## config.mk

```make
export PLATFORM = sky130hd
export DESIGN_NAME = lspd_back
export DESIGN_NICKNAME = d
export VERILOG_FILES = /design/src/rtl/core/lspd_pkg.sv /design/src/rtl/core/lspd_back.sv
export SDC_FILE = /design/constraint.sdc
export NUM_CORES = 2
export LEC_CHECK = 0
export ABC_AREA = 1
export BUFFER_PORTS_ARGS = -buffer_cell sky130_fd_sc_hd__buf_2
export CAP_MARGIN = 15
export CORE_MARGIN = 2
export CORE_UTILIZATION = 40
export DETAILED_ROUTE_END_ITERATION = 10
export HOLD_SLACK_MARGIN = 0.15
export PLACE_DENSITY = 0.63
export SLEW_MARGIN = 20
export SYNTH_ARGS = -nofsm -noshare
export SYNTH_HDL_FRONTEND = slang
export SYNTH_SLANG_ARGS = --single-unit
```

## constraint.sdc

```tcl
create_clock -name clk -period 10.7 [get_ports clk]
set_input_delay 2.14 -clock clk [delete_from_list [all_inputs] [get_ports clk]]
set_output_delay 2.14 -clock clk [all_outputs]
set_load 0.05 [all_outputs]
```

## src/rtl/core/lspd_pkg.sv

```systemverilog
// Package for the laser scan point decimator: payload structs, constants,
// CORDIC arctangent table. Used by every module in rtl/core.
package lspd_pkg;

	typedef struct packed {
		logic [15:0] range_mm;
		logic [11:0] sample_index;
		logic        scan_start;
	} in_item_t;

	typedef struct packed {
		logic signed [15:0] point_x;
		logic signed [15:0] point_y;
		logic [11:0]        point_index;
	} out_item_t;

	// Work handed from front to back: range, reduced angle, flip, index, scan start.
	typedef struct packed {
		logic [15:0]        range_mm;
		logic signed [18:0] theta;
		logic               flip;
		logic [11:0]        sample_index;
		logic               scan_start;
	} job_t;

	localparam int ANGLE_MAX_Q16  = 103546;
	localparam int RANGE_LIMIT_MM = 20000;
	localparam int ROT45_Q16      = 51472;
	localparam int PI_Q16         = 205887;
	localparam int TWO_PI_Q16     = 411775;
	localparam int HALF_PI_Q16    = 102944;
	localparam int CORDIC_GAIN    = 39797;
	localparam int CORDIC_STEPS   = 16;

	localparam logic [2:0] REG_FIRST_INDEX = 3'd0;
	localparam logic [2:0] REG_ANGLE_START = 3'd1;
	localparam logic [2:0] REG_ANGLE_STEP  = 3'd2;
	localparam logic [2:0] REG_MIN_SPACING = 3'd3;
	localparam logic [2:0] REG_PROJ_XX     = 3'd4;
	localparam logic [2:0] REG_PROJ_XY     = 3'd5;
	localparam logic [2:0] REG_PROJ_YX     = 3'd6;
	localparam logic [2:0] REG_PROJ_YY     = 3'd7;

	function automatic logic [16:0] atan_q16(input logic [3:0] i);
		logic [16:0] r;
		begin
			case (i)
				4'd0: r = 17'd51472;
				4'd1: r = 17'd30386;
				4'd2: r = 17'd16055;
				4'd3: r = 17'd8150;
				4'd4: r = 17'd4091;
				4'd5: r = 17'd2047;
				4'd6: r = 17'd1024;
				4'd7: r = 17'd512;
				4'd8: r = 17'd256;
				4'd9: r = 17'd128;
				4'd10: r = 17'd64;
				4'd11: r = 17'd32;
				4'd12: r = 17'd16;
				4'd13: r = 17'd8;
				4'd14: r = 17'd4;
				default: r = 17'd2;
			endcase
			return r;
		end
	endfunction

endpackage

```

## src/rtl/core/lspd_back.sv

```systemverilog
// Back end: CORDIC rotation, spacing test, projection and output register.
// Depends on lspd_pkg. One job at a time, sequenced by a small state machine.
module lspd_back (
	input  logic               clk,
	input  logic               arst_n,
	input  logic               job_valid,
	output logic               job_ready,
	input  lspd_pkg::job_t     job,
	input  logic               clr_last,
	output logic               idle,
	input  logic [31:0]        min_spacing_sq,
	input  logic signed [15:0] proj_xx,
	input  logic signed [15:0] proj_xy,
	input  logic signed [15:0] proj_yx,
	input  logic signed [15:0] proj_yy,
	output logic               out_valid,
	input  logic               out_stall,
	output lspd_pkg::out_item_t out_item
);
	localparam logic [2:0] ST_IDLE = 3'd0;
	localparam logic [2:0] ST_ROT  = 3'd1;
	localparam logic [2:0] ST_RND  = 3'd2;
	localparam logic [2:0] ST_DIST = 3'd3;
	localparam logic [2:0] ST_PX   = 3'd4;
	localparam logic [2:0] ST_PY   = 3'd5;
	localparam logic [2:0] ST_OUT  = 3'd6;

	logic [2:0]         st_q;
	logic [3:0]         it_q;
	logic signed [33:0] x_q, y_q;
	logic signed [19:0] t_q;
	logic               flip_q;
	logic [11:0]        idx_q;
	logic signed [15:0] px_q, py_q, lx_q, ly_q;
	logic               have_q;
	logic signed [31:0] dxx, dyy;
	logic signed [15:0] ox_q;
	logic signed [33:0] xs, ys, xn, yn, xf, yf;
	logic signed [17:0] xr, yr;
	logic signed [16:0] dx, dy;
	logic signed [31:0] m0, m1;
	logic signed [33:0] acc;
	logic signed [19:0] pr;
	logic signed [15:0] psat;
	logic [32:0]        sep_sq;
	logic signed [15:0] c0, c1;

	function automatic logic signed [15:0] sat16(input logic signed [19:0] v);
		if (v > 20'sd32767) return 16'sh7fff;
		if (v < -20'sd32768) return 16'sh8000;
		return v[15:0];
	endfunction

	assign idle      = (st_q == ST_IDLE);
	assign job_ready = (st_q == ST_IDLE) && !clr_last;

	// One CORDIC micro-rotation per cycle, plus rounding, spacing distance and projection math.
	always_comb begin
		xs = x_q >>> it_q;
		ys = y_q >>> it_q;
		if (!t_q[19]) begin
			xn = x_q - ys;
			yn = y_q + xs;
		end else begin
			xn = x_q + ys;
			yn = y_q - xs;
		end
		xf = flip_q ? -x_q : x_q;
		yf = flip_q ? -y_q : y_q;
		xr = 18'((xf + 34'sd32768) >>> 16);
		yr = 18'((yf + 34'sd32768) >>> 16);
		dx = 17'(px_q) - 17'(lx_q);
		dy = 17'(py_q) - 17'(ly_q);
		dxx = dx * dx;
		dyy = dy * dy;
		sep_sq = 33'($unsigned(dxx)) + 33'($unsigned(dyy));
		c0 = (st_q == ST_PX) ? proj_xx : proj_yx;
		c1 = (st_q == ST_PX) ? proj_xy : proj_yy;
		m0 = c0 * px_q;
		m1 = c1 * py_q;
		acc = 34'(m0) + 34'(m1) + 34'sd8192;
		pr = 20'(acc >>> 14);
		if ((acc >>> 14) > 34'sd32767) psat = 16'sh7fff;
		else if ((acc >>> 14) < -34'sd32768) psat = 16'sh8000;
		else psat = pr[15:0];
	end

	always_ff @(posedge clk or negedge arst_n) begin
		if (!arst_n) begin
			st_q      <= ST_IDLE;
			it_q      <= 4'd0;
			have_q    <= 1'b0;
			lx_q      <= 16'sd0;
			ly_q      <= 16'sd0;
			out_valid <= 1'b0;
		end else begin
			unique case (st_q)
				ST_IDLE: begin
					if (clr_last) have_q <= 1'b0;
					else if (job_valid) begin
						if (job.scan_start) have_q <= 1'b0;
						it_q <= 4'd0;
						st_q <= ST_ROT;
					end
				end
				ST_ROT: begin
					it_q <= it_q + 4'd1;
					if (it_q == 4'(lspd_pkg::CORDIC_STEPS - 1)) st_q <= ST_RND;
				end
				ST_RND: st_q <= ST_DIST;
				ST_DIST: begin
					if (have_q && sep_sq <= {1'b0, min_spacing_sq}) st_q <= ST_IDLE;
					else begin
						lx_q   <= px_q;
						ly_q   <= py_q;
						have_q <= 1'b1;
						st_q   <= ST_PX;
					end
				end
				ST_PX: st_q <= ST_PY;
				ST_PY: begin
					out_valid <= 1'b1;
					st_q      <= ST_OUT;
				end
				ST_OUT: if (!out_stall) begin
					out_valid <= 1'b0;
					st_q      <= ST_IDLE;
				end
				default: st_q <= ST_IDLE;
			endcase
		end
	end

	// Datapath registers.
	always_ff @(posedge clk) begin
		case (st_q)
			ST_IDLE: begin
				x_q    <= $signed({2'b0,
					32'(job.range_mm) * 32'(lspd_pkg::CORDIC_GAIN)});
				y_q    <= 34'sd0;
				t_q    <= 20'(job.theta);
				flip_q <= job.flip;
				idx_q  <= job.sample_index;
			end
			ST_ROT: begin
				x_q <= xn;
				y_q <= yn;
				t_q <= t_q[19] ? t_q + 20'(lspd_pkg::atan_q16(it_q))
					: t_q - 20'(lspd_pkg::atan_q16(it_q));
			end
			ST_RND: begin
				px_q <= sat16(20'(xr));
				py_q <= sat16(20'(yr));
			end
			ST_DIST: ;
			ST_PX: ox_q <= psat;
			ST_PY: begin
				out_item.point_x     <= ox_q;
				out_item.point_y     <= psat;
				out_item.point_index <= idx_q;
			end
			default: ;
		endcase
	end
endmodule

```

Word-level counts from Yosys, hierarchy flattened
Memories as Yosys holds them, arrays and structs flattened.
Cells that the tools add are included.
W data, S select, Z words.

storage, ports and cells
  memories = 2
  word-level logic and storage cells = 124
  register bits after elaboration = 234
  bits in read-only memories = 512

operators by class
  equality and inequality tests = 14
  mux-type cells = 48
  reductions and logical operators = 12
  bitwise operators = 1
  multipliers = 5
  shift-type cells = 2
  magnitude comparators = 7
  add/subtract/negate cells = 16

memories
  name             depth  bits a word  rd ports  clocked after Yosys merged registers in  write ports  line            source
  (no name shown)  16     16           1         0                                        0            lspd_pkg.sv:47  case (i)
  (no name shown)  16     16           1         0                                        0            lspd_pkg.sv:47

operator list
  kind                      number
  $mux W16                  12
  $mux W34                  4
  $pmux W34 S2              2
  $add A34 B17 Y34 const B  2
  $add A34 B34 Y34          2
  $neg A34 Y34              2
  $sshr A34 B4 Y34          2
  $sub A34 B34 Y34          2
  $add A32 B32 Y33          2
  $mul A16 B16 Y32          2
  $mul A17 B17 Y32          2
  $pmux W20 S2              1
  $gt A18 B16 Y1 const B    2
  $lt A18 B16 Y1 const B    2
  $add A33 B15 Y34 const B  1
  $mux W17                  2
  $sub A16 B16 Y17          2
  $le A33 B32 Y1            1
  $mul A16 B16 Y32 const B  1
  $pmux W3 S7               1
  $add A20 B17 Y20          1
  $gt A20 B16 Y1 const B    1
  $lt A20 B16 Y1 const B    1
  $mux W20                  1
  21 further kinds          54

Longest topological paths before layout
  word-level depth = 10
  mapped depth = 67
  depth with buffers taken out = 65

Worst setup path after synthesis
OpenSTA, ideal clock, no wires.

  path kind = register to register
  start = register py_q[0]
  end = register lx_q[1]
  slack = 0.411 ns
  stages on the path, launching flop included = 61
  required time = 10.570 ns
  buffers on the path = 4
  setup time = 0.130 ns
  arrival = 10.159 ns
  cells stage by stage = edfxtp_1 clkinv_1 clkbuf_1 ha_1 fa_1 inv_1 nand2_1 nand2_1 a21oi_1 o21ai_1 a21oi_1 or2_2 nand2_1 a21oi_1 or2_2 nand2_1 inv_1 buf_2 [... 25 more ...] nand2_1 nand3_1 a31oi_1 xor2_1 ha_1 nand2_1 inv_1 nand4_1 nor2_1 nand4_1 nand3_1 nand2_1 nand2_1 nand2_1 buf_2 buf_2 nand2_1 o21ai_0

on the way
  word-level cells in the longest chain between the ends = 7

ends and longest elaborated chain
  what                                line              source
  start, declared                     lspd_back.sv:34   logic signed [15:0] px_q, py_q, lx_q, ly_q;
  start signal, assigned              lspd_back.sv:153  py_q <= sat16(20'(yr));
  $sub A16 B16 Y17                    lspd_back.sv:73   dy = 17'(py_q) - 17'(ly_q);
  $mul A17 B17 Y32                    lspd_back.sv:75   dyy = dy * dy;
  $add A32 B32 Y33                    lspd_back.sv:76   sep_sq = 33'($unsigned(dxx)) + 33'($unsigned(dyy));
  $le A33 B32 Y1                      lspd_back.sv:112  if (have_q && sep_sq <= {1'b0, min_spacing_sq}) st_q <= ST_IDLE;
  $logic_and A1 B1 Y1                 lspd_back.sv:112
  $not A1 Y1 (no source line)         -
  $reduce_and A2 Y1 (no source line)  -
  end signal, assigned                lspd_back.sv:114  lx_q <= px_q;
  end, declared                       lspd_back.sv:34

Every way passes these cells.
A chain may end at the register's enable or synchronous reset.

Worst setup path in the final report
  start = register px_q[6]
  end = register ly_q[2]

on the way
  word-level cells in the longest chain between the ends = 7

ends and longest elaborated chain
  what                                line              source
  start, declared                     lspd_back.sv:34
  start signal, assigned              lspd_back.sv:152  px_q <= sat16(20'(xr));
  $sub A16 B16 Y17                    lspd_back.sv:72   dx = 17'(px_q) - 17'(lx_q);
  $mul A17 B17 Y32                    lspd_back.sv:74   dxx = dx * dx;
  $add A32 B32 Y33                    lspd_back.sv:76
  $le A33 B32 Y1                      lspd_back.sv:112
  $logic_and A1 B1 Y1                 lspd_back.sv:112
  $not A1 Y1 (no source line)         -
  $reduce_and A2 Y1 (no source line)  -
  end signal, assigned                lspd_back.sv:115  ly_q <= py_q;
  end, declared                       lspd_back.sv:34

Every way passes these cells.

==> impl_metrics.json <==
{
  "status": "complete, no violations",
  "syn_inst": 8591,
  "gr-total-overflow": 0,
  "viasPerCell": 5.10,
  "area_delta_synth_final_pct": 10.7,
  "clkSinkCount": 234,
  "synth_xor_area_frac": 0.0383,
  "dp_cells": 11100,
  "final_cell_mix": "inv_1, nand2_1, fa_1",
  "synthSimpleGateAreaFrac": 0.184,
  "synth_warnings": 0,
  "arrival_ns": 10.85,
  "synth_top_family_by_area": "adder cells",
  "synthFlopType": "edfxtp_1",
  "ant_nets": 0,
  "cts-root-buf": "clkbuf_16",
  "design_area_sq_um": 75300,
  "grt_pass1_wl_um": 320000,
  "worstMarginPinSlew_ns": 1.11,
  "final_common_cell": "inv_1",
  "cpMaxStageDelayCell": "fa_1",
  "fmax_mhz": 96.4,
  "drive_above_1_share": 0.100,
  "cp_num_cells": 54,
  "r2r_slack_ns": 0.33,
  "die_h_um": 416,
  "start_util": 0.402,
  "fin_nets": 10900,
  "clk_pin_slew_ns": 0.06,
  "hold_violations": 0,
  "synth-seq-cells": 234,
  "r2r_cells": 54,
  "min_period_over_period": 0.970,
  "drtIter0Drc": 4142,
  "post-route-drc-count": 0,
  "setup_viol": 0,
  "drt-total-wl_um": 201000,
  "crit_family": "adder cells",
  "syn_area_sq_um": 68000,
  "synth_fa_ha_area_frac": 0.472,
  "final_cell_count_no_fill": 11200,
  "r2r-end": "ly_q[2]$_DFFE_PN0P_",
  "dr.pass1.iters": 6,
  "crit_buf_inv": 11,
  "grt_use_total": 0.232,
  "fin_worst_skew_ns": 0.0425,
  "min_period_ns": 10.37,
  "num_vias": 56900,
  "min_path_type": "register to register",
  "row_count": 151,
  "maxCapViolations": 0,
  "cts-hold-fix-buffers": 0,
  "worst-setup-path-type": "register to register",
  "io_buffer_count": 196,
  "syn_avg_cell_area_sq_um": 7.91,
  "slew_violations": 0,
  "critical_path.endpoint": "ly_q[2]$_DFFE_PN0P_",
  "antenna_found_initial": 2,
  "cp-startpoint": "px_q[6]$_SDFFCE_PN1P_",
  "ys_seq_area_frac": 0.100,
  "muxShareOfSynthArea": 0.00147,
  "synth_compound_area_frac": 0.0806,
  "critPathCaptureType": "register",
  "clk_path_buf_depth": 3,
  "die_area_sq_um": 173000,
  "cts_tree": "built",
  "ys_types": 63,
  "place_area_sq_um": 72800,
  "dp_hpwl_um": 173000,
  "grt_max_degree": 95,
  "cp_max_fo": 8,
  "synth_nets": 10600,
  "critPathLaunchType": "register",
  "htree_levels": 1,
  "maxSlewHeadroom": 0.258,
  "rr_startpoint": "px_q[6]$_SDFFCE_PN1P_",
  "numCtsBuffers": 31,
  "routabilityCongestion": 0.972,
  "required_ns": 11.18,
  "die_w_um": 416,
  "grt_pass1_vias": 58700,
  "avgRoutedWirePerCell_um": 18.0,
  "num_io_pins": 197,
  "synth_edf_count": 193,
  "slowest_delay_ns": 0.55,
  "cpMostUsedCell": "nand2_1",
  "core_sq_um": 169000,
  "insertion_delay_ns": 0.66,
  "synthArstFlopShare": 0.175
}
==> worst reg2reg max path: cells and delay by family (launching register included) <==
kind | cells | cell delay (ns)
fa+ha+maj | 10 | 4.36
simple gates | 20 | 2.11
xor+xnor | 3 | 0.49
buf+inv | 11 | 1.18
flops | 1 | 0.45
compound gates | 10 | 1.60
==> stage by stage <==
step	utilization	hold slack (ns)	setup TNS (ns)	setup WS, ns
2_1_floorplan	-	0.400	0	0.411
3_3_place_gp	0.431	0.401	-3.87	-0.145
3_5_place_dp	0.431	0.405	-8.31	-0.290
4_1_cts	0.437	0.417	0	0.000440
5_1_grt	0.445	0.423	-4.06	-0.169
6_report	0.445	0.416	0	0.325
==> sequential cells by signal (all words and copies together), names as in the netlist <==
| signal | cells |
|---|---|
| out_valid | 1 |
| lx_q | 16 |
| px_q | 16 |
| py_q | 16 |
| out_item | 44 |
| it_q | 4 |
| have_q | 1 |
| t_q | 20 |
| x_q | 34 |
| idx_q | 12 |
| ox_q | 16 |
| y_q | 34 |
| st_q | 3 |
| flip_q | 1 |
| ly_q | 16 |
==> layer usage <==
metal  GRT usage  vias to the layer above  wire length, um
met1       0.310                    28100            86500
li1            -                    26900                -
met2       0.399                     1540            97000
met3      0.0234                      326            11100
met5           0                        -                0
met4      0.0647                        0             6820
==> timing repair <==
action / CTS / global route
setup buffers: 1 / 31
gates resized for setup: 9 / 247
gates cloned: 0 / 6
pin swaps: 1 / 79
setup endpoints to repair: 34 / 34
==> synth_stat cells (6+ instances only) <==
master / instances / area (sq um)
nor4_1: 18 / 113
buf_4: 6 / 45.0
ha_1: 616 / 7710
o21ai_0: 339 / 1700
nand4_1: 64 / 400
a21oi_1: 386 / 1930
nor3_1: 59 / 295
a21o_1: 27 / 203
o22ai_1: 7 / 43.8
dfrtp_1: 41 / 1030
o2111ai_1: 10 / 87.6
buf_6: 14 / 158
buf_1: 20 / 75.1
fa_1: 1218 / 24400
o221ai_1: 7 / 61.3
xor2_1: 176 / 1540
clkinv_1: 28 / 105
o31ai_1: 17 / 128
a21boi_0: 7 / 52.6
o21ai_2: 9 / 78.8
nand3_1: 272 / 1360
mux2i_1: 10 / 100
o21ai_1: 65 / 325
o211ai_1: 22 / 165
nor2_1: 707 / 2650
buf_2: 37 / 185
and2_1: 8 / 50.1
edfxtp_1: 193 / 5800
o21a_1: 27 / 203
inv_1: 1952 / 7330
nor2_2: 16 / 100
o21bai_1: 18 / 135
nand2_2: 23 / 144
nand2_1: 1783 / 6690
nand3b_1: 8 / 60.1
xnor2_1: 113 / 990
a31oi_1: 31 / 194
or2_2: 61 / 382
inv_2: 7 / 26.3
clkbuf_1: 118 / 443
==> cells by family after synthesis <==
| group | count (synthesis) |
|---|---|
| fa+ha+maj | 1834 |
| compound gates | 990 |
| flops | 234 |
| mux | 10 |
| simple gates | 3047 |
| xor+xnor | 293 |
| buf+inv | 2183 |
==> layout make-up <==
cell class                      count  area, sq um
Timing Repair Buffer              492         3360
Antenna cell                        1         2.50
Clock buffer                       39          826
Tap cell                         2218         2780
Multi-Input combinational cell   6174        53800
Sequential cell                   234         6830
Fill cell                       16800        93800
Inverter                         1987         7470
Clock inverter                     19          219
==> worst min-delay path by stage <==
stage / depth (start not counted) / start / to
2_1_floorplan: 0 / idx_q[0]$_DFFE_PP_ / out_item[0]$_DFFE_PP_
3_3_place_gp: 0 / idx_q[3]$_DFFE_PP_ / out_item[3]$_DFFE_PP_
3_5_place_dp: 0 / idx_q[0]$_DFFE_PP_ / out_item[0]$_DFFE_PP_
4_1_cts: 0 / idx_q[0]$_DFFE_PP_ / out_item[0]$_DFFE_PP_
5_1_grt: 0 / ox_q[7]$_DFFE_PP_ / out_item[35]$_DFFE_PP_
6_report: 0 / idx_q[0]$_DFFE_PP_ / out_item[0]$_DFFE_PP_
Power is left out: the tool's default activity adds up to more than one toggle a clock period on the data nets, which glitch-free logic cannot reach.
