### config.mk
export PLATFORM = sky130hd
export DESIGN_NAME = lspd_queue
export DESIGN_NICKNAME = d
export VERILOG_FILES = /design/src/rtl/core/lspd_pkg.sv /design/src/rtl/core/lspd_queue.sv
export SDC_FILE = /design/constraint.sdc
export NUM_CORES = 1
export LEC_CHECK = 0
export BUFFER_PORTS_ARGS = -buffer_cell sky130_fd_sc_hd__buf_2
export CORE_MARGIN = 2
export CORE_UTILIZATION = 54
export CTS_BUF_LIST = sky130_fd_sc_hd__clkbuf_4
export DETAILED_ROUTE_END_ITERATION = 10
export PLACE_DENSITY = 0.81
export SLEW_MARGIN = 20
export SYNTH_ARGS = -nofsm -noshare
export SYNTH_HDL_FRONTEND = slang
export SYNTH_SLANG_ARGS = --single-unit
### constraint.sdc
create_clock -name clk -period 3.97 [get_ports clk]
set_input_delay 0 -clock clk [delete_from_list [all_inputs] [get_ports clk]]
set_output_delay 0 -clock clk [all_outputs]
set_load 0.1 [all_outputs]
### src/rtl/core/lspd_pkg.sv
// Package for the laser scan point decimator: payload structs, constants,
// CORDIC arctangent table. Used by every module in rtl/core.
package lspd_pkg;

	typedef struct packed {
		logic [15:0] range_mm;
		logic [11:0] sample_index;
		logic        scan_start;
	} in_item_t;

	typedef struct packed {
		logic signed [15:0] point_x;
		logic signed [15:0] point_y;
		logic [11:0]        point_index;
	} out_item_t;

	// Work handed from front to back: range, reduced angle, flip, index, scan start.
	typedef struct packed {
		logic [15:0]        range_mm;
		logic signed [18:0] theta;
		logic               flip;
		logic [11:0]        sample_index;
		logic               scan_start;
	} job_t;

	localparam int ANGLE_MAX_Q16  = 103546;
	localparam int RANGE_LIMIT_MM = 20000;
	localparam int ROT45_Q16      = 51472;
	localparam int PI_Q16         = 205887;
	localparam int TWO_PI_Q16     = 411775;
	localparam int HALF_PI_Q16    = 102944;
	localparam int CORDIC_GAIN    = 39797;
	localparam int CORDIC_STEPS   = 16;

	localparam logic [2:0] REG_FIRST_INDEX = 3'd0;
	localparam logic [2:0] REG_ANGLE_START = 3'd1;
	localparam logic [2:0] REG_ANGLE_STEP  = 3'd2;
	localparam logic [2:0] REG_MIN_SPACING = 3'd3;
	localparam logic [2:0] REG_PROJ_XX     = 3'd4;
	localparam logic [2:0] REG_PROJ_XY     = 3'd5;
	localparam logic [2:0] REG_PROJ_YX     = 3'd6;
	localparam logic [2:0] REG_PROJ_YY     = 3'd7;

	function automatic logic [16:0] atan_q16(input logic [3:0] i);
		logic [16:0] r;
		begin
			case (i)
				4'd0: r = 17'd51472;
				4'd1: r = 17'd30386;
				4'd2: r = 17'd16055;
				4'd3: r = 17'd8150;
				4'd4: r = 17'd4091;
				4'd5: r = 17'd2047;
				4'd6: r = 17'd1024;
				4'd7: r = 17'd512;
				4'd8: r = 17'd256;
				4'd9: r = 17'd128;
				4'd10: r = 17'd64;
				4'd11: r = 17'd32;
				4'd12: r = 17'd16;
				4'd13: r = 17'd8;
				4'd14: r = 17'd4;
				default: r = 17'd2;
			endcase
			return r;
		end
	endfunction

endpackage

### src/rtl/core/lspd_queue.sv
// Two-entry queue between front and back end. Depends on lspd_pkg.
module lspd_queue (
	input  logic           clk,
	input  logic           arst_n,
	input  logic           wr_valid,
	output logic           wr_stall,
	input  lspd_pkg::job_t wr_data,
	output logic           rd_valid,
	input  logic           rd_ready,
	output lspd_pkg::job_t rd_data
);
	lspd_pkg::job_t mem_q [2];
	logic           wp_q, rp_q;
	logic [1:0]     cnt_q;
	logic           push, pop;

	assign wr_stall = (cnt_q == 2'd2);
	assign rd_valid = (cnt_q != 2'd0);
	assign rd_data  = mem_q[rp_q];
	assign push     = wr_valid && !wr_stall;
	assign pop      = rd_valid && rd_ready;

	// Advance pointers and count.
	always_ff @(posedge clk or negedge arst_n) begin
		if (!arst_n) begin
			wp_q  <= 1'b0;
			rp_q  <= 1'b0;
			cnt_q <= 2'd0;
		end else begin
			if (push) wp_q <= ~wp_q;
			if (pop) rp_q <= ~rp_q;
			cnt_q <= cnt_q + 2'(push) - 2'(pop);
		end
	end

	always_ff @(posedge clk) begin
		if (push) mem_q[wp_q] <= wr_data;
	end
endmodule

# ---- After elaboration in Yosys (flattened, before gate mapping)
# Memory sizes are Yosys's and may differ from the RTL's.
# Index checks and enable logic that the tools add are counted.
dict set report word_totals {
  memories 1
  ram_bits 98
  word_cells 15
  reg_bits 4
}
dict set report op_classes {
  bitwise 2
  mux 2
  n_reduce_logical 4
  eq_ne 1
  addsub 2
}
# memory words word_bits rd rd_ports_with_merged_regs wr line
set mem_list {}
lappend mem_list {mem_q 2 49 1 0 1 lspd_queue.sv:12} ;# lspd_pkg::job_t mem_q [2];
# op count
set ops {}
lappend ops {{$add A2 B1 Y2} 1}
lappend ops {{$eq A2 B2 Y1 const B} 1}
lappend ops {{$logic_and A1 B1 Y1} 2}
lappend ops {{$mux W1} 2}
lappend ops {{$not A1 Y1} 2}
lappend ops {{$reduce_bool A2 Y1} 1}
lappend ops {{$sub A2 B1 Y2} 1}
lappend ops {{$logic_not A1 Y1} 1}

# ---- Depth between registers and ports, before layout
# Gate-level depths: netlist of the first run.
dict set report logic_depth {
  word_depth 5
  ltp_mapped 7
  ltp_nobuf 7
}

# ---- Worst setup path after synthesis of the first run
# No wires, ideal clock.
dict set report synth_path {
  path_kind {register to register}
  from {reg cnt_q[1]}
  to {mem mem_q[0][0] in the netlist's numbering (enable)}
  t_required_ns 3.514
  synth_period_minus_slack_ns 3.107
  setup_time_ns 0.456
  stages_incl_launch_ff 4
  t_arrival_ns 2.651
  slack_ns 0.863
  n_path_buf 0
  cell_sequence {dfrtp_1 nand2b_1 nand2_1 nor2_1}
}
dict set report synth_via {
  elab_chain_cells 5
}
# item line
set synth_lines {}
lappend synth_lines {{start: declaration} lspd_queue.sv:14} ;# logic [1:0] cnt_q;
lappend synth_lines {{start signal: assignment} lspd_queue.sv:32} ;# cnt_q <= cnt_q + 2'(push) - 2'(pop);
lappend synth_lines {{$eq A2 B2 Y1} lspd_queue.sv:17} ;# assign wr_stall = (cnt_q == 2'd2);
lappend synth_lines {{$logic_not A1 Y1} lspd_queue.sv:20} ;# assign push = wr_valid && !wr_stall;
lappend synth_lines {{$logic_and A1 B1 Y1} lspd_queue.sv:20}
lappend synth_lines {{$mux W1} lspd_queue.sv:37} ;# if (push) mem_q[wp_q] <= wr_data;
lappend synth_lines {{$mux W1 (not written as such)} lspd_queue.sv:37}
lappend synth_lines {{end: declaration} lspd_queue.sv:12}
# Every way passes these cells.

==> results of run 1 <==
-- what timing repair did --
| item | CTS | global route |
|---|---|---|
| hold buffers | 53 | 0 |
| gates resized for setup | 0 | 0 |
| hold endpoints to repair | 104 | 0 |
-- state kept, by name (all words and copies together), names as in the netlist --
| name | flops |
|---|---|
| rp_q | 1 |
| cnt_q | 2 |
| wp_q | 1 |
| mem_q | 98 |
-- critical path: cells and delay by family (launching register included) --
kind,cells,cell delay (ps)
buf+inv,1,420
flops,1,1060
mux,1,300
-- final timing paths --
kind                                   from      endpoint  slack (ps)  cells past startpoint
worst min register to register     cnt_q[0]      cnt_q[0]         550                      1
max in group asynchronous            arst_n          rp_q        3330                      3
min in group asynchronous            arst_n      cnt_q[0]         440                      3
worst min-delay path            wr_data[46]  mem_q[1][46]         300                      2
worst max-delay path                   rp_q   rd_data[12]        1750                      2
worst max register to register     cnt_q[1]  mem_q[0][22]        1820                      4
-- cell usage after synthesis, drive strengths merged --
cell	instances
ha	2
buf	6
xor2	1
inv	2
xnor2	3
and3	1
mux2	49
nor2	1
nand2	1
edfxtp	98
dfrtp	4
and2	1
nand2b	1
or2	1
-- routing by layer --
| layer | vias up | global-route usage |
|---|---|---|
| li1 | 988 | - |
| met2 | 69 | 0.288 |
| met5 | - | 0 |
| met3 | 14 | 0.0344 |
| met1 | 1011 | 0.201 |
| met4 | 0 | 0.0936 |
-- metrics by stage --
step | std cells | worst slack [ps]
after floorplan | 171 | 863
after global placement | 368 | 1910
after detailed placement | 369 | 1830
after CTS | 437 | 1710
after global routing | 437 | 1650
final | 437 | 1750
-- layout make-up --
cell class / instances / area, µm² / share of cell area
clock buffer: 10 / 75.1 / 0.0144
clock inverter: 5 / 27.5 / 0.00530
inverter: 2 / 7.51 / 0.00144
multi-input combinational: 61 / 842 / 0.162
sequential: 102 / 3050 / 0.586
tap: 99 / 124 / 0.0238
timing repair buffer: 158 / 1070 / 0.207
-- cell families (layout without fill, tap and decap cells) --
group | count (synthesis) | count (layout) | share of synthesized area
flops | 102 | 102 | 0.762
simple gates | 6 | 6 | 0.00940
buf+inv | 8 | 175 | 0.0298
xor+xnor | 4 | 4 | 0.00877
fa+ha+maj | 2 | 2 | 0.00626
mux | 49 | 49 | 0.184
==> results.cfg, run 1 <==
[outcome]
status = completed

[floorplanning]
ios = 104
start_util = 0.554
dieHeight_um = 90.0
die_area_um2 = 8100
fp-row-count = 31
die_w_um = 90.0
coreArea_um2 = 7210

[drt]
highest_layer = met4
wl_met1_mm = 2.74
wire_per_inst_um = 15.3
drt-initial-drc-count = 111
drcViolationCount = 0
drt_first_pass_iters = 4
route.met2.wl_mm = 3.47
ant_nets = 0
vias = 2082
met3_length_um = 291
vias_per_cell = 4.76
wl_mm = 6.67

[timing]
fin_skew_ps = 11.9
slew_viol_final = 0
finalCritPeriodShare = 0.558
setup_viol = 0
max_freq_ghz = 0.451
final-hold-violation-count = 0
period_minus_slack_ps = 2220
hold_ws_ps = 295
relSlewSlack = 0.385
rsz0062_at_grt = false
tns_ps = 0
worstMarginPinSlew_ps = 923

[clocking]
clockRootBuffer = clkbuf_4
clk_pin_slew_ps = 140
cts.sinks = 102
htreeDepth = 3
clock_latency_ps = 420
cts-buffers-inserted = 9
clk_path_buf_depth = 2
cts_tree = done
cts_setup_buffers = 0

[worst_setup_path]
crit_fanout = 50
crit_type = reg2out
arrival_ps = 2220
worstPathCellList = mux2_4, buf_2
critPathSlowestCell = dfrtp_4
critPathMaxStageDelay_ps = 1060
critPathLaunchType = flip-flop
cp_data_required_time_ps = 3970
worst_setup_path_end_kind = primary output

[grt]
grt_pass1_vias = 2154
grt_overflow = 0
grt_max_degree = 51
grt_pass1_wl_mm = 10.4
grt.total_usage = 0.169
antenna_found_initial = 0

[final_layout]
nNetsFinal = 389
final_cell_mix = buf_2, edfxtp_1, dlygate4sd3_1, mux2_4, clkbuf_4
syn2layout_area_growth_pct = 30.1
design_area_um2 = 5200
layout-drive-gt1-share = 0.509
utilization = 0.720
antennaDiodeCount = 0
nFillCells = 458
final_common_cell = buf_2

[placement]
post_dp_cell_area_um2 = 4560
portBuffers = 103
gp_congestion = 0.730
dp_hpwl_mm = 4.23

[yosys]
synth_top_area_frac = 0.737
syn_avg_cell_area_um2 = 23.4
netlist_instances = 171
synth_area_leaders = edfxtp_1, mux2_4, buf_12
syn_nets = 226
synth_seq_area_share = 0.762
synth_warnings = 0
ys_types = 15
ys_seq_elements = 102
synth_area_um2 = 4000
yosysTopAreaCell = edfxtp_1

[run]
maxCapViolCount = 0

[min_path]
hp-class = in2reg
Power of run 1 is left out: the tool's default activity adds up to more than one toggle a clock period on the data nets, which glitch-free logic cannot reach.
==> run 2, diff against run 1 <==
- CORE_UTILIZATION: 54 -> 49
- PLACE_DENSITY: 0.81 -> 0.78
- clock period: 3.97 -> 2 ns (I/O delays scaled with it)
==> run 2 against run 1 <==
Die area rose by 9.7%. Global-route usage rose by 1.6 points. Non-clock buffer count rose by 4. Sequential share of layout area fell by 7.8 points. Critical path type unchanged. Critical endpoint is now rd_data[5].
==> results.cfg, run 2 (same netlist as run 1, synthesis figures left out) <==
[timing]
final-hold-violation-count = 0
period_minus_slack_ps = 1900
max_freq_ghz = 0.526
tns_ps = 0
setup_viol = 0
finalCritPeriodShare = 0.951
relSlewSlack = 0.672
fin_skew_ps = 14.4
hold_ws_ps = 284
slew_viol_final = 0
rsz0062_at_grt = false
worstMarginPinSlew_ps = 496

[clocking]
post_cts_resized = 0
postCtsHoldBufs = 53
clk_pin_slew_ps = 150
clk_path_buf_depth = 2
cts.sinks = 102
clock_latency_ps = 430
cts-buffers-inserted = 9
clockRootBuffer = clkbuf_4
cts_tree = done
htreeDepth = 3
cts_setup_buffers = 0

[worst_setup_path]
worstPathCellList = buf_12, mux2_4, buf_12
cp_top_family = flip-flops
arrival_ps = 1900
critPathMaxStageDelay_ps = 650
critPathSlowestCell = dfrtp_4
cp_data_required_time_ps = 2000
crit_type = reg2out
cpMostUsedCell = buf_12
crit_fanout = 26
critical_path_buf_inv_count = 2
worst_setup_path_end_kind = primary output
critPathLaunchType = flip-flop

[drt]
wl_met1_mm = 3.08
drt_first_pass_iters = 4
highest_layer = met4
wl_mm = 7.70
ant_nets = 0
route.met2.wl_mm = 3.96
drcViolationCount = 0
met3_length_um = 559
drt-initial-drc-count = 62
vias = 2111
vias_per_cell = 4.74
wire_per_inst_um = 17.3

[final_layout]
final_cell_mix = edfxtp_1, buf_2, dlygate4sd3_1, buf_12, mux2_4
nFillCells = 419
largest_registers = mem_q x98, cnt_q x2
utilization = 0.768
syn2layout_area_growth_pct = 50.1
nNetsFinal = 393
regMostFlops = mem_q
final_common_cell = edfxtp_1
layout-drive-gt1-share = 0.516
largest_register_ffs = 98
antennaDiodeCount = 0

[floorplanning]
coreArea_um2 = 7810
fp-row-count = 32
die_w_um = 94.3
start_util = 0.512
die_area_um2 = 8890
ios = 104
dieHeight_um = 94.3

[grt]
grt_pass1_wl_mm = 11.9
antenna_found_initial = 0
grt_overflow = 0
grt.total_usage = 0.185
grt_max_degree = 36
grt_pass1_vias = 2336

[outcome]
status = completed

[placement]
gp_congestion = 0.703
portBuffers = 103

[min_path]
hp-class = in2reg

[run]
maxCapViolCount = 0
-- run 2: changes by cell type in the layout (fill, tap and decap cells not counted), sizes merged --
cell / previous run / this run
buf: 105 / 109
clkbuf: 10 / 11
-- run 2: area by class of cell --
| cell class | instances | area (µm²) | share of cell area |
|---|---|---|---|
| clock buffers | 11 | 82.6 | 0.0138 |
| multi-input cells | 61 | 842 | 0.140 |
| flip-flops and latches | 102 | 3050 | 0.508 |
| inverters | 2 | 7.51 | 0.00125 |
| clock inverters | 5 | 27.5 | 0.00459 |
| repair buffers | 162 | 1860 | 0.311 |
| well taps | 102 | 128 | 0.0213 |
-- run 2: through the flow --
step                setup slack [ps]  cell area (µm²)  cells
floorplan                        197             4000    171
global placement                 363             5360    376
detailed placement               244             5360    376
CTS                             54.4             6000    445
global route                    18.6             6000    445
finish                          98.1             6000    445
-- run 2: worst register-to-register path, stage by stage, from the launching register on --
cell	delay (ps)
dfrtp_1	440
or2_4	270
and2_4	170
ha_1	280
inv_1	40
ha_1	180
xnor2_1	170
xnor2_1	160
-- run 2: path summary, 6_finish.rpt --
kind,start,end,slack [ps],depth (start not counted)
worst max-delay path,rp_q,rd_data[5],100,3
worst max register to register,cnt_q[1],cnt_q[1],220,7
worst min-delay path,wr_data[45],mem_q[1][45],280,2
max in group asynchronous,arst_n,rp_q,1320,3
worst min register to register,cnt_q[0],cnt_q[0],580,1
min in group asynchronous,arst_n,cnt_q[0],470,3
-- run 2: routing by layer --
layer,vias to the layer above,global-route usage
li1,997,-
met1,1024,0.210
met3,10,0.0546
met5,-,0
met2,80,0.328
met4,0,0.0688
Power of run 2 is left out for the same reason.
==> run 3, diff against run 2 <==
- ABC_AREA: not set -> 1
==> run 3 against run 2 <==
Wire length is 9.6% higher. Core utilization hardly changed. Cell count is 25% higher. Fmax is 7.5% higher. Register-to-register slack better by 300 ps. Die area is 3.6% lower. Design area is 2.1% lower. Clock skew is 2.2 ps lower. Global-route usage is 1.8 points higher. Critical path depth is 1 higher. Highest routed layer unchanged.
==> results.cfg, run 3 <==
[outcome]
status = completed

[final_layout]
fin_cells = 558
layout-drive-gt1-share = 0.287
largest_register_ffs = 98
regMostFlops = mem_q
final_cell_mix = nand2_1, edfxtp_1, buf_2, dlygate4sd3_1, buf_12
final_common_cell = nand2_1
nNetsFinal = 506
antennaDiodeCount = 0
largest_registers = mem_q x98, cnt_q x2
syn2layout_area_growth_pct = 52.7

[grt]
grt_pass1_wl_mm = 13.0
grt_pass1_vias = 2771
antenna_found_initial = 0
grt_max_degree = 51
met2_usage = 0.387
gr-max-usage-layer = met2
gr-usage-met1 = 0.219
grt.total_usage = 0.203
grt_overflow = 0
met3_usage = 0.0399

[worst_setup_path]
cp_data_required_time_ps = 2000
crit_fanout = 23
crit_type = reg2out
worst_setup_path_end_kind = primary output
arrival_ps = 1770
critPathLaunchType = flip-flop

[clocking]
htreeDepth = 3
clock_latency_ps = 420
clockRootBuffer = clkbuf_4
cts-buffers-inserted = 9
clk_path_buf_depth = 2
clk_pin_slew_ps = 160
cts_tree = done
cts.sinks = 102

[yosys]
yosysMostFrequentCell = nand2_1
synth_area_um2 = 3850
syn_nets = 344
ys.flop_type = edfxtp_1
synth_edf_count = 98
ys_types = 12
synth_async_sr_flop_share = 0.0392
netlist_instances = 289
synth_top_area_frac = 0.765
syn_avg_cell_area_um2 = 13.3
synth_warnings = 0
yosysTopAreaCell = edfxtp_1
ys_seq_elements = 102
synth_area_leaders = edfxtp_1, nand2_1, dfrtp_1
netlist_top_cells_count = nand2_1, edfxtp_1, inv_1
synth_seq_area_share = 0.791

[timing]
period_minus_slack_ps = 1770
worstMarginPinSlew_ps = 487
slew_viol_final = 0
tns_ps = 0
relSlewSlack = 0.678
finalCritPeriodShare = 0.884
max_freq_ghz = 0.565
fin_skew_ps = 12.3
rsz0062_at_grt = false
final-hold-violation-count = 0
setup_viol = 0

[run]
maxCapViolCount = 0

[drt]
ant_nets = 0
drcViolationCount = 0
wl_mm = 8.43
drt_first_pass_iters = 4
wire_per_inst_um = 15.1
vias_per_cell = 4.76
drt-initial-drc-count = 123
vias = 2655

[floorplanning]
die_area_um2 = 8570
fp-row-count = 32
coreArea_um2 = 7650
start_util = 0.503
ios = 104
dieHeight_um = 92.6
die_w_um = 92.6

[min_path]
hp-class = in2reg

[placement]
dp_cells = 488
gp_congestion = 0.725
portBuffers = 103
dp_hpwl_mm = 5.08
## run 3: path summary, 6_finish.rpt
path                                      to        start  slack, ps  cells after the start
worst max-delay path             rd_data[34]         rp_q        230                      4
worst min-delay path            mem_q[0][12]  wr_data[12]        280                      2
worst max register to register  mem_q[1][26]     cnt_q[0]        520                      5
worst min register to register          wp_q         wp_q        520                      2
max in group asynchronous               rp_q       arst_n       1350                      3
min in group asynchronous               rp_q       arst_n        460                      3
## run 3: kinds of logic after synthesis
group / share of synthesized area
buffers and inverters: 0.0400
and+or+nand+nor: 0.162
DFF: 0.791
adders and majority gates: 0.00651
## run 3: critical path: stages, from the launching register on
cell and delay [ps]:
dfrtp_4 600, buf_4 310, nand2_1 90, nand2_1 140
buf_12 190
## run 3: cell type report
| cell class | count | area (µm²) |
|---|---|---|
| clock buffer | 9 | 67.6 |
| clock inverter | 7 | 95.1 |
| fill | 452 | 1780 |
| inverter | 10 | 45.0 |
| multi-input combinational | 166 | 659 |
| sequential | 102 | 3050 |
| tap | 102 | 128 |
| timing repair buffer | 162 | 1830 |
## run 3: metal layers
metal / share of wire / wire, µm / vias to the layer above
li1: - / - / 1284
met1: 0.36 / 3040 / 1282
met2: 0.58 / 4880 / 81
met3: 0.048 / 408 / 8
met4: 0.012 / 97 / 0
met5: 0 / 0 / -
## run 3: per-stage QoR
| stage | cell area (µm²) | util | setup slack [ps] | hold slack (ps) |
|---|---|---|---|---|
| after floorplan | 3860 | - | 67.4 | -296 |
| after global placement | 5160 | 0.675 | 517 | -191 |
| after detailed placement | 5160 | 0.675 | 455 | -190 |
| after CTS | 5860 | 0.766 | 88.0 | 260 |
| after global routing | 5870 | 0.768 | 86.7 | 258 |
| final | 5870 | 0.768 | 231 | 285 |
## run 3: timing repair
action	CTS	global route
endpoints found under the hold margin	104	0
buffers inserted	0	1
endpoints found under the setup margin	20	1
hold buffers	53	0
gates resized for setup	1	0
Power of run 3 is left out for the same reason.
