[src/rtl/core/lspd_pkg.sv]
// Package for the laser scan point decimator: payload structs, constants,
// CORDIC arctangent table. Used by every module in rtl/core.
package lspd_pkg;

	typedef struct packed {
		logic [15:0] range_mm;
		logic [11:0] sample_index;
		logic        scan_start;
	} in_item_t;

	typedef struct packed {
		logic signed [15:0] point_x;
		logic signed [15:0] point_y;
		logic [11:0]        point_index;
	} out_item_t;

	// Work handed from front to back: range, reduced angle, flip, index, scan start.
	typedef struct packed {
		logic [15:0]        range_mm;
		logic signed [18:0] theta;
		logic               flip;
		logic [11:0]        sample_index;
		logic               scan_start;
	} job_t;

	localparam int ANGLE_MAX_Q16  = 103546;
	localparam int RANGE_LIMIT_MM = 20000;
	localparam int ROT45_Q16      = 51472;
	localparam int PI_Q16         = 205887;
	localparam int TWO_PI_Q16     = 411775;
	localparam int HALF_PI_Q16    = 102944;
	localparam int CORDIC_GAIN    = 39797;
	localparam int CORDIC_STEPS   = 16;

	localparam logic [2:0] REG_FIRST_INDEX = 3'd0;
	localparam logic [2:0] REG_ANGLE_START = 3'd1;
	localparam logic [2:0] REG_ANGLE_STEP  = 3'd2;
	localparam logic [2:0] REG_MIN_SPACING = 3'd3;
	localparam logic [2:0] REG_PROJ_XX     = 3'd4;
	localparam logic [2:0] REG_PROJ_XY     = 3'd5;
	localparam logic [2:0] REG_PROJ_YX     = 3'd6;
	localparam logic [2:0] REG_PROJ_YY     = 3'd7;

	function automatic logic [16:0] atan_q16(input logic [3:0] i);
		logic [16:0] r;
		begin
			case (i)
				4'd0: r = 17'd51472;
				4'd1: r = 17'd30386;
				4'd2: r = 17'd16055;
				4'd3: r = 17'd8150;
				4'd4: r = 17'd4091;
				4'd5: r = 17'd2047;
				4'd6: r = 17'd1024;
				4'd7: r = 17'd512;
				4'd8: r = 17'd256;
				4'd9: r = 17'd128;
				4'd10: r = 17'd64;
				4'd11: r = 17'd32;
				4'd12: r = 17'd16;
				4'd13: r = 17'd8;
				4'd14: r = 17'd4;
				default: r = 17'd2;
			endcase
			return r;
		end
	endfunction

endpackage

[src/rtl/core/lspd_front.sv]
// Front end: window and range checks, angle computation and reduction.
// Depends on lspd_pkg. Two stages, one item at a time.
module lspd_front (
	input  logic               clk,
	input  logic               arst_n,
	input  logic               in_valid,
	output logic               in_stall,
	input  lspd_pkg::in_item_t in_item,
	input  logic [11:0]        first_index,
	input  logic signed [19:0] scan_angle_start,
	input  logic [15:0]        angle_step,
	output logic               job_valid,
	input  logic               job_stall,
	output lspd_pkg::job_t     job
);
	logic               busy_q;
	lspd_pkg::in_item_t item_s1;
	logic signed [29:0] raw_s1;
	logic               pass_s1;
	logic               ph_q;
	logic signed [29:0] t0, t1, t2;
	logic signed [29:0] t_mod;
	logic               flip;
	logic signed [29:0] t_fin;
	logic               window_ok;

	assign in_stall = busy_q;

	// Reduce theta into [-pi, pi], then fold it into +-pi/2 with a flip: raw is bounded, so a few compares suffice.
	always_comb begin
		t0 = raw_s1 + 30'(lspd_pkg::ROT45_Q16);
		t1 = t0;
		if (t1 < 0) t1 = t1 + 30'(lspd_pkg::TWO_PI_Q16);
		if (t1 < 0) t1 = t1 + 30'(lspd_pkg::TWO_PI_Q16);
		if (t1 < 0) t1 = t1 + 30'(lspd_pkg::TWO_PI_Q16);
		t2 = t1;
		if (t2 > 30'(lspd_pkg::PI_Q16)) t2 = t2 - 30'(lspd_pkg::TWO_PI_Q16);
		t_mod = t2;
		flip  = 1'b0;
		t_fin = t_mod;
		if (t_mod > 30'(lspd_pkg::HALF_PI_Q16)) begin
			t_fin = t_mod - 30'(lspd_pkg::PI_Q16);
			flip  = 1'b1;
		end else if (t_mod < -30'(lspd_pkg::HALF_PI_Q16)) begin
			t_fin = t_mod + 30'(lspd_pkg::PI_Q16);
			flip  = 1'b1;
		end
	end

	assign window_ok = (raw_s1 <= 30'(lspd_pkg::ANGLE_MAX_Q16));

	// Stage 1: capture and multiply; stage 2: classify and offer the job.
	always_ff @(posedge clk or negedge arst_n) begin
		if (!arst_n) begin
			busy_q    <= 1'b0;
			ph_q      <= 1'b0;
			job_valid <= 1'b0;
		end else if (!busy_q) begin
			if (in_valid) begin
				busy_q <= 1'b1;
				ph_q   <= 1'b0;
			end
		end else if (!ph_q) begin
			ph_q <= 1'b1;
			if (pass_s1 && window_ok) job_valid <= 1'b1;
			else busy_q <= 1'b0;
		end else if (!job_stall) begin
			job_valid <= 1'b0;
			busy_q    <= 1'b0;
		end
	end

	always_ff @(posedge clk) begin
		if (!busy_q && in_valid) begin
			item_s1 <= in_item;
			raw_s1  <= 30'(scan_angle_start) +
				$signed({1'b0, 29'(in_item.sample_index) * 29'(angle_step)});
			pass_s1 <= (in_item.sample_index >= first_index) &&
				(in_item.range_mm < 16'(lspd_pkg::RANGE_LIMIT_MM));
		end
		if (busy_q && !ph_q) begin
			job.range_mm     <= item_s1.range_mm;
			job.theta        <= 19'(t_fin);
			job.flip         <= flip;
			job.sample_index <= item_s1.sample_index;
			job.scan_start   <= item_s1.scan_start;
		end
	end

	// Scan start must clear last point even when the sample is dropped.
	// Forwarding a drop-only job from here is not needed: see the back end clr_last flag.
endmodule

[config.mk]
export PLATFORM = sky130hd
export DESIGN_NAME = lspd_front
export DESIGN_NICKNAME = d
export VERILOG_FILES = /design/src/rtl/core/lspd_pkg.sv /design/src/rtl/core/lspd_front.sv
export SDC_FILE = /design/constraint.sdc
export NUM_CORES = 1
export LEC_CHECK = 0
export ABC_AREA = 1
export BUFFER_PORTS_ARGS = -buffer_cell sky130_fd_sc_hd__buf_4
export CORE_ASPECT_RATIO = 2
export CORE_MARGIN = 4
export CORE_UTILIZATION = 45
export CTS_CLUSTER_SIZE = 20
export DETAILED_ROUTE_END_ITERATION = 12
export HOLD_SLACK_MARGIN = 0.1
export PLACE_DENSITY = 0.69
export SLEW_MARGIN = 25
export SYNTH_ARGS = -nofsm -noshare
export SYNTH_HDL_FRONTEND = slang
export SYNTH_SLANG_ARGS = --single-unit
[constraint.sdc]
create_clock -name clk -period 12.3 [get_ports clk]
set_clock_uncertainty 0.2 [all_clocks]
set_input_delay 0.615 -clock clk [delete_from_list [all_inputs] [get_ports clk]]
set_output_delay 0.615 -clock clk [all_outputs]
set_load 0.005 [all_outputs]
After elaboration in Yosys (flattened, before gate mapping). Index checks and enable logic that the tools add are counted.

Register bits: 112. Bits of input ports: 81. Output and inout port bits: 51. Logic and storage cells: 58.

$add $sub $neg: 8. $mul: 1. Order comparisons: 9. Equality and inequality tests: 1. Muxes and demuxes: 17. Reductions and logical operators: 9.

Operators by type and width (number): two-way mux 30 bit (4); adder 30 x 20 -> 30 bit (second input constant) (3); less-than comparator 30 x 1 -> 1 bit (second input constant) (3); two-way mux 19 bit (2); adder 20 x 29 -> 30 bit (1); adder 30 x 17 -> 30 bit (second input constant) (1); > comparator 30 x 18 -> 1 bit (second input constant) (1); > comparator 30 x 19 -> 1 bit (second input constant) (1); <= comparator 30 x 18 -> 1 bit (second input constant) (1); less-than comparator 30 x 18 -> 1 bit (second input constant) (1); subtractor 30 x 20 -> 30 bit (second input constant) (1); multiplier 12 x 16 -> 28 bit (1); adder 19 bit (second input constant) (1); subtractor 19 bit (second input constant) (1); less-than comparator 16 x 15 -> 1 bit (second input constant) (1); greater-or-equal comparator 12 bit (1); two-way mux 1 bit (11); logical AND 1 bit (4); nonzero test 2 bit (2); AND reduction 3 bit (1); logical NOT 1 bit (2); inequality test 2 bit (second input constant) (1).

Depth between registers and ports, before layout. Gate-level depths: netlist (run 1).

Depth in word-level cells: 12. Gate-level depth with buffers: 54. Mapped depth without buffers: 50.

Worst setup path before layout (run 1). Ideal clock, no wire load.

Kind: input -> register. Start point: input port in_item[12] in the netlist's numbering. End point: register raw_s1[28] (data pin). Setup time: 258 ps. Data arrival time: 7123 ps. Required time: 11842 ps. Path slack: 4720 ps. Stages on the path: 35. Path buffers: 2. Cell sequence: clkbuf_1 > clkbuf_1 > nand2_1 > fa_1 > fa_1 > inv_1 > fa_1 > inv_1 > fa_1 > inv_1 > fa_1 > ha_1 > a21oi_1 > o211ai_1 > xnor2_1 > inv_1 > ha_1 > nand2_1 > o31ai_1 > a21oi_1 > o21ai_0 > a21oi_1 > o21ai_0 > a21oi_1 > o21bai_1 > nand3_1 > nand2_1 > nand3_1 > nand2_1 > nand3_1 > nand2_1 > a21oi_1 > nor2_1 > nor2_1 > xnor2_1.

Word-level cells in the longest chain between the ends: 2.

Ends and longest elaborated chain: start: declaration (RTL line lspd_front.sv:8) `input lspd_pkg::in_item_t in_item,`; multiplier 12 x 16 -> 28 bit (RTL line lspd_front.sv:77) `$signed({1'b0, 29'(in_item.sample_index) * 29'(angle_step)});`; adder 20 x 29 -> 30 bit (RTL line lspd_front.sv:76) `raw_s1 <= 30'(scan_angle_start) +`; end signal: assignment (RTL line lspd_front.sv:76); end: declaration (RTL line lspd_front.sv:18) `logic signed [29:0] raw_s1;`.

Every way passes these cells. A chain may end at the register's enable or synchronous reset.

Worst setup path in the final report (run 1).
Start point: register raw_s1[4]. End point: register job[31] in the netlist's numbering (data pin).

Word-level cells in the longest chain between the ends: 12. Elaborated cells on any way between the ends: 19. Those cells by class: add/sub (7); order compare (6); mux (6).

Ends and longest elaborated chain: adder 30 x 17 -> 30 bit (*) (RTL line lspd_front.sv:31) `t0 = raw_s1 + 30'(lspd_pkg::ROT45_Q16);`; adder 30 x 20 -> 30 bit or less-than comparator 30 x 1 -> 1 bit (tied branches) (RTL line lspd_front.sv:33) `if (t1 < 0) t1 = t1 + 30'(lspd_pkg::TWO_PI_Q16);`; two-way mux 30 bit (*) (RTL line lspd_front.sv:33); adder 30 x 20 -> 30 bit or less-than comparator 30 x 1 -> 1 bit (tied branches) (RTL line lspd_front.sv:34) `if (t1 < 0) t1 = t1 + 30'(lspd_pkg::TWO_PI_Q16);`; two-way mux 30 bit (*) (RTL line lspd_front.sv:34); adder 30 x 20 -> 30 bit or less-than comparator 30 x 1 -> 1 bit (tied branches) (RTL line lspd_front.sv:35) `if (t1 < 0) t1 = t1 + 30'(lspd_pkg::TWO_PI_Q16);`; two-way mux 30 bit (*) (RTL line lspd_front.sv:35); subtractor 30 x 20 -> 30 bit or > comparator 30 x 19 -> 1 bit (tied branches) (RTL line lspd_front.sv:37) `if (t2 > 30'(lspd_pkg::PI_Q16)) t2 = t2 - 30'(lspd_pkg::TWO_PI_Q16);`; two-way mux 30 bit (*) (RTL line lspd_front.sv:37); less-than comparator 30 x 18 -> 1 bit or adder 19 bit (tied branches) (RTL line lspd_front.sv:44, lspd_front.sv:45); two-way mux 19 bit (RTL line lspd_front.sv:44) `end else if (t_mod < -30'(lspd_pkg::HALF_PI_Q16)) begin`; two-way mux 19 bit (*) (RTL line lspd_front.sv:41) `if (t_mod > 30'(lspd_pkg::HALF_PI_Q16)) begin`; net t_fin[17] (RTL line lspd_front.sv:24) `logic signed [29:0] t_fin;`; end: declaration (RTL line lspd_front.sv:14) `output lspd_pkg::job_t job`.

The timed path passes the listed nets; every way through them passes the cells marked *.

==> flow_metrics.py, run 1 <==
metrics = {
    "run_status": {
        "status": "finished clean",
    },
    "synth": {
        "syn_inst": 2826,
        "ys_ff_latch": 112,
        "synth_most_common_cell": "nand2_1",
        "synth.distinct_cells": 53,
        "syn_area_per_cell_um2": 6.737,
        "netlist_top_cells_count": "nand2_1, inv_1, nand3_1",
        "yosysTopAreaCell": "nand2_1",
        "async_flop_share": 0.02679,
        "synth.top_cells.by_area": "nand2_1, edfxtp_1, fa_1",
        "synth_area_mm2": 0.01904,
        "ys.flop_type": "edfxtp_1",
        "syn_nets": 3163,
        "synth-edff-count": 109,
        "yosysTopAreaCellShare": 0.1926,
        "ys_warn_count": 0,
        "synth-seq-area-share": 0.1759,
    },
    "finish": {
        "drive_gt1_frac": 0.1151,
        "finalNonFillerCells": 3443,
        "fin_nets": 3234,
        "area_delta_synth_final_pct": 8.089,
        "register_area_mm2": 0.003348,
        "fill_cells": 4292,
        "multiInputGateArea_mm2": 0.01356,
    },
    "timing": {
        "tns_ps": 0,
        "holdWs_ps": 213.4,
        "worst_pin_slew_ps": 844.1,
        "hold_viol_final": 0,
        "period_needed_ps": 8488,
        "setup_viol": 0,
        "max_freq_mhz": 117.8,
        "slew_violations": 0,
        "grt_setup_unrepaired": "no",
        "setup_ws_ps": 3812,
        "finalCritPeriodShare": 0.6901,
        "relSlewSlack": 0.4360,
    },
    "worst_setup_path": {
        "crit_path_frequent_cell": "nand2_1",
        "rr_endpoint": "job[31]",
        "reg2reg_slack_ps": 3810,
        "crit_slowest_cell": "nor2_1",
        "crit_type": "reg2reg",
        "worstPathMaxFanout": 39,
        "reg2reg_depth": 41,
        "worstSetupEndpointType": "register",
        "required_ps": 12240,
        "start_kind": "register",
        "crit_arrival_ps": 8430,
        "crit_path_max_incr_delay_ps": 530,
        "r2r-start": "raw_s1[4]",
    },
    "global_routing": {
        "grt_max_degree": 61,
        "use_met3": 0.02290,
        "use_met2": 0.5669,
        "grt-busiest-layer": "met2",
        "antenna_found_initial": 1,
        "grt_pass1_vias": 19160,
        "grt.met1_usage": 0.2267,
        "overflow": 0,
        "grtUsageTotal": 0.2731,
        "grt_pass1_wl_um": 98910,
    },
    "routing": {
        "wire_per_inst_um": 18.36,
        "drt_wl_total_um": 63230,
        "drc": 0,
        "firstDrtPassIters": 7,
        "viasPerCell": 5.335,
        "first_iter_violations": 994,
        "final_antenna_net_count": 0,
        "via_count": 18370,
    },
    "clocking": {
        "cts_sinks": 112,
        "htreeDepth": 3,
        "cts_tree": "yes",
        "post_cts.repair.setup_buffers": 0,
        "root_buffer": "clkbuf_16",
        "cts_resized": 0,
        "cts_buffer_depth": 2,
        "insertion_delay_ps": 380,
        "clk_pin_slew_ps": 90,
        "cts-buffers-inserted": 9,
    },
    "worst_hold_path": {
        "hold_end": "item_s1[17]",
        "min_from": "in_item[17]",
        "holdPathStages": 1,
        "hp-class": "in2reg",
    },
    "run": {
        "drv_cap": 0,
    },
    "placement": {
        "dp.cells": 3425,
        "gp_congestion": 1.033,
        "dp_slack_ps": 3748,
        "portBuffers": 131,
        "dp_hpwl_um": 53650,
    },
    "die": {
        "dieHeight_um": 298.9,
        "start_util": 0.4557,
        "die_width_um": 153.4,
        "coreArea_mm2": 0.04178,
        "row_count": 106,
        "die_area_mm2": 0.04586,
        "ioPinCount": 132,
    },
}
cells in the final DEF, fill, tap and decap left out, types with 6 or more instances in the layout:
cell type | synthesis | layout
buf_4 | 5 | 135
inv_1 | 405 | 404
o21ai_1 | 12 | 12
edfxtp_1 | 109 | 109
xnor2_1 | 17 | 17
nand3_2 | 8 | 8
nor2_4 | 6 | 7
nand2_1 | 977 | 977
nand4_1 | 59 | 59
nand2_2 | 65 | 65
nor3_1 | 16 | 16
nand3_1 | 257 | 257
nand3b_1 | 18 | 18
a21oi_1 | 80 | 80
nor2_2 | 35 | 35
ha_1 | 115 | 115
o211ai_1 | 6 | 6
xor2_1 | 88 | 88
o21bai_1 | 8 | 8
nand2_4 | 10 | 10
clkbuf_16 | 0 | 9
o21ai_0 | 32 | 32
inv_2 | 35 | 36
fa_1 | 141 | 141
nor2_1 | 198 | 197
cell type report:
| class | instances | share of cell area |
|---|---|---|
| tap | 540 | 0.03283 |
| clock buffer | 10 | 0.01113 |
| timing repair buffer | 136 | 0.04973 |
| clock inverter | 6 | 0.003405 |
| multi-input combinational | 2193 | 0.6589 |
| inverter | 445 | 0.08116 |
| sequential | 112 | 0.1627 |
| antenna | 1 | 0.0001216 |
worst max-delay path: cells and delay by family (launching register included):
kind	cells	cell delay, ps
buf+inv	3	870
compound gates	2	570
flops	1	480
simple gates	34	5560
fa+ha+maj	2	510
sequential cells by signal, summed over array words and instances, names as in the netlist:
| name | count |
|---|---|
| in_stall | 1 |
| item_s1 | 29 |
| job | 49 |
| job_valid | 1 |
| pass_s1 | 1 |
| ph_q | 1 |
| raw_s1 | 30 |
timing repair:
item                       CTS  global route
setup endpoints to repair    0             0
hold endpoints to repair     3             0
hold buffers                 1             0
logic make-up after synthesis:
group | synth area share
adders and majority gates | 0.2238
AOI/OAI and AO/OA | 0.05034
buffers and inverters | 0.1123
xor gates and xnor gates | 0.05060
and+or+nand+nor | 0.3871
DFF | 0.1759
metal layers:
metal / part of all wire / wire length (um) / vias to the layer above
met5: 0 / 0 / -
met4: 0.092 / 5796 / 0
met3: 0.027 / 1683 / 239
met2: 0.59 / 37050 / 526
met1: 0.30 / 18700 / 8602
li1: - / - / 9002
worst max path at each step:
stage	startpoint	end	cells after the start
final	raw_s1[4]	job[31]	41
after global routing	raw_s1[4]	job[31]	43
after CTS	raw_s1[4]	job[31]	41
after detailed placement	in_item[12]	raw_s1[28]	34
after global placement	in_item[12]	raw_s1[28]	34
after floorplan	in_item[12]	raw_s1[28]	35
per-stage QoR:
stage                     cell area (um^2)    util
after detailed placement             20270  0.4851
after CTS                            20580  0.4925
after global routing                 20580  0.4926
after floorplan                      19040       -
after global placement               20270  0.4851
final                                20580  0.4926
Power of run 1 is left out: the tool's default activity adds up to more than one toggle a clock period on the data nets, which glitch-free logic cannot reach.
==> run 2, diff against run 1 <==
--- a/config.mk
+++ b/config.mk
@@ -13,7 +13,7 @@
 export CTS_CLUSTER_SIZE = 20
 export DETAILED_ROUTE_END_ITERATION = 12
 export HOLD_SLACK_MARGIN = 0.1
-export PLACE_DENSITY = 0.69
+export PLACE_DENSITY = 0.72
 export SLEW_MARGIN = 25
 export SYNTH_ARGS = -nofsm -noshare
 export SYNTH_HDL_FRONTEND = slang
==> constraint.sdc (replaced) <==
create_clock -name clk -period 7.72 [get_ports clk]
set_clock_uncertainty 0.2 [all_clocks]
set_input_delay 0.386 -clock clk [delete_from_list [all_inputs] [get_ports clk]]
set_output_delay 0.386 -clock clk [all_outputs]
set_load 0.005 [all_outputs]
==> flow_metrics.py, run 2 (synthesis results as in run 1) <==
metrics = {
    "worst_hold_path": {
        "min_from": "in_item[4]",
        "holdPathStages": 1,
        "hp-class": "in2reg",
        "hold_end": "item_s1[4]",
    },
    "clocking": {
        "cts_tree": "yes",
        "cts-buffers-inserted": 9,
        "htreeDepth": 3,
        "root_buffer": "clkbuf_16",
        "cts_buffer_depth": 2,
        "cts_sinks": 112,
        "clk_pin_slew_ps": 90,
        "insertion_delay_ps": 380,
    },
    "finish": {
        "fin_nets": 3393,
        "final_common_cell": "nand2_1",
        "area_delta_synth_final_pct": 15.08,
        "fill_cells": 4182,
        "antenna_cells": 0,
        "mostFrequentLayoutCells": "nand2_1, inv_1, buf_4, nand3_1, nor2_1",
        "top_regs": "job: 49 flops, raw_s1: 30 flops, item_s1: 29 flops",
        "stdcell_area_mm2": 0.02191,
        "largest_reg_flops": 49,
        "drive_gt1_frac": 0.1558,
        "top_register": "job",
    },
    "worst_setup_path": {
        "worstSetupEndpointType": "register",
        "crit_type": "in2reg",
        "rr_endpoint": "job[21]",
        "crit_slowest_cell": "fa_1",
        "path_buf_inv": 5,
        "reg2reg_slack_ps": 550,
        "worstPathMaxFanout": 4,
        "start_kind": "input pin",
        "cp_top_family": "adder cells",
        "reg2reg_depth": 42,
        "required_ps": 7650,
        "crit_path_max_incr_delay_ps": 600,
        "crit_path_frequent_cell": "nand2_1",
        "crit_arrival_ps": 7240,
        "r2r-start": "raw_s1[15]",
    },
    "timing": {
        "finalCritPeriodShare": 0.9472,
        "period_needed_ps": 7312,
        "max_freq_mhz": 136.8,
        "slew_violations": 0,
        "tns_ps": 0,
        "setup_viol": 0,
        "worst_pin_slew_ps": 647.4,
        "hold_viol_final": 0,
        "grt_setup_unrepaired": "no",
        "setup_ws_ps": 407.6,
        "relSlewSlack": 0.5665,
    },
    "routing": {
        "drc": 0,
        "final_antenna_net_count": 0,
        "wire_per_inst_um": 17.51,
        "first_iter_violations": 860,
        "via_count": 19090,
        "firstDrtPassIters": 5,
        "viasPerCell": 5.300,
        "drt_wl_total_um": 63040,
    },
    "die": {
        "start_util": 0.4557,
        "die_width_um": 153.4,
        "row_count": 106,
        "ioPinCount": 132,
        "die_area_mm2": 0.04586,
        "dieHeight_um": 298.9,
        "coreArea_mm2": 0.04178,
    },
    "placement": {
        "gp_congestion": 1.021,
        "portBuffers": 131,
        "placed_area_mm2": 0.02136,
        "dp_slack_ps": 22.79,
        "dp_hpwl_um": 53910,
    },
    "global_routing": {
        "use_met3": 0.02333,
        "grt_pass1_vias": 20010,
        "use_met2": 0.5650,
        "grt-busiest-layer": "met2",
        "overflow": 0,
        "grt_pass1_wl_um": 99650,
        "grt.met1_usage": 0.2266,
        "grtUsageTotal": 0.2729,
        "antenna_found_initial": 0,
        "grt_max_degree": 47,
    },
    "run_status": {
        "status": "finished clean",
    },
    "run": {
        "drv_cap": 0,
    },
}
## run 2: layout make-up
type | count | area, um^2 | area share
clock buffer | 9 | 225.2 | 0.01028
clock inverter | 7 | 101.3 | 0.004626
inverter | 445 | 1670 | 0.07624
multi-input combinational | 2193 | 13570 | 0.6194
sequential | 112 | 3348 | 0.1528
tap | 540 | 675.6 | 0.03084
timing repair buffer | 295 | 2318 | 0.1058
## run 2: metrics by stage
step	hold WS, ps	std cells	utilization
final	130.1	3601	0.5244
after global routing	122.2	3601	0.5244
after CTS	116.2	3600	0.5239
after detailed placement	-23.66	3564	0.5113
after global placement	-25.30	3564	0.5113
after floorplan	-109.6	2826	-
## run 2: layer usage
metal	vias to the layer above	share of wire	routed length, um
met5	-	0	0
met4	0	0.092	5812
met3	262	0.027	1724
met2	585	0.58	36700
met1	8910	0.30	18810
li1	9328	-	-
## run 2: worst max-delay path by stage
stage / endpoint / start / depth (start not counted) / slack, ps
detailed placement: raw_s1[28] / angle_step[1] / 37 / 20
floorplan: raw_s1[28] / in_item[12] / 35 / 370
finish: raw_s1[29] / angle_step[0] / 37 / 410
global placement: raw_s1[28] / angle_step[0] / 37 / 20
CTS: job[15] / raw_s1[4] / 43 / 400
global route: job[28] / raw_s1[15] / 45 / 3
## run 2: what timing repair did
action	CTS	global route
setup buffers	0	1
hold buffers	20	0
endpoints found under the hold margin	23	0
resized for setup	0	5
setup endpoints to repair	0	22
Power of run 2 is left out for the same reason.
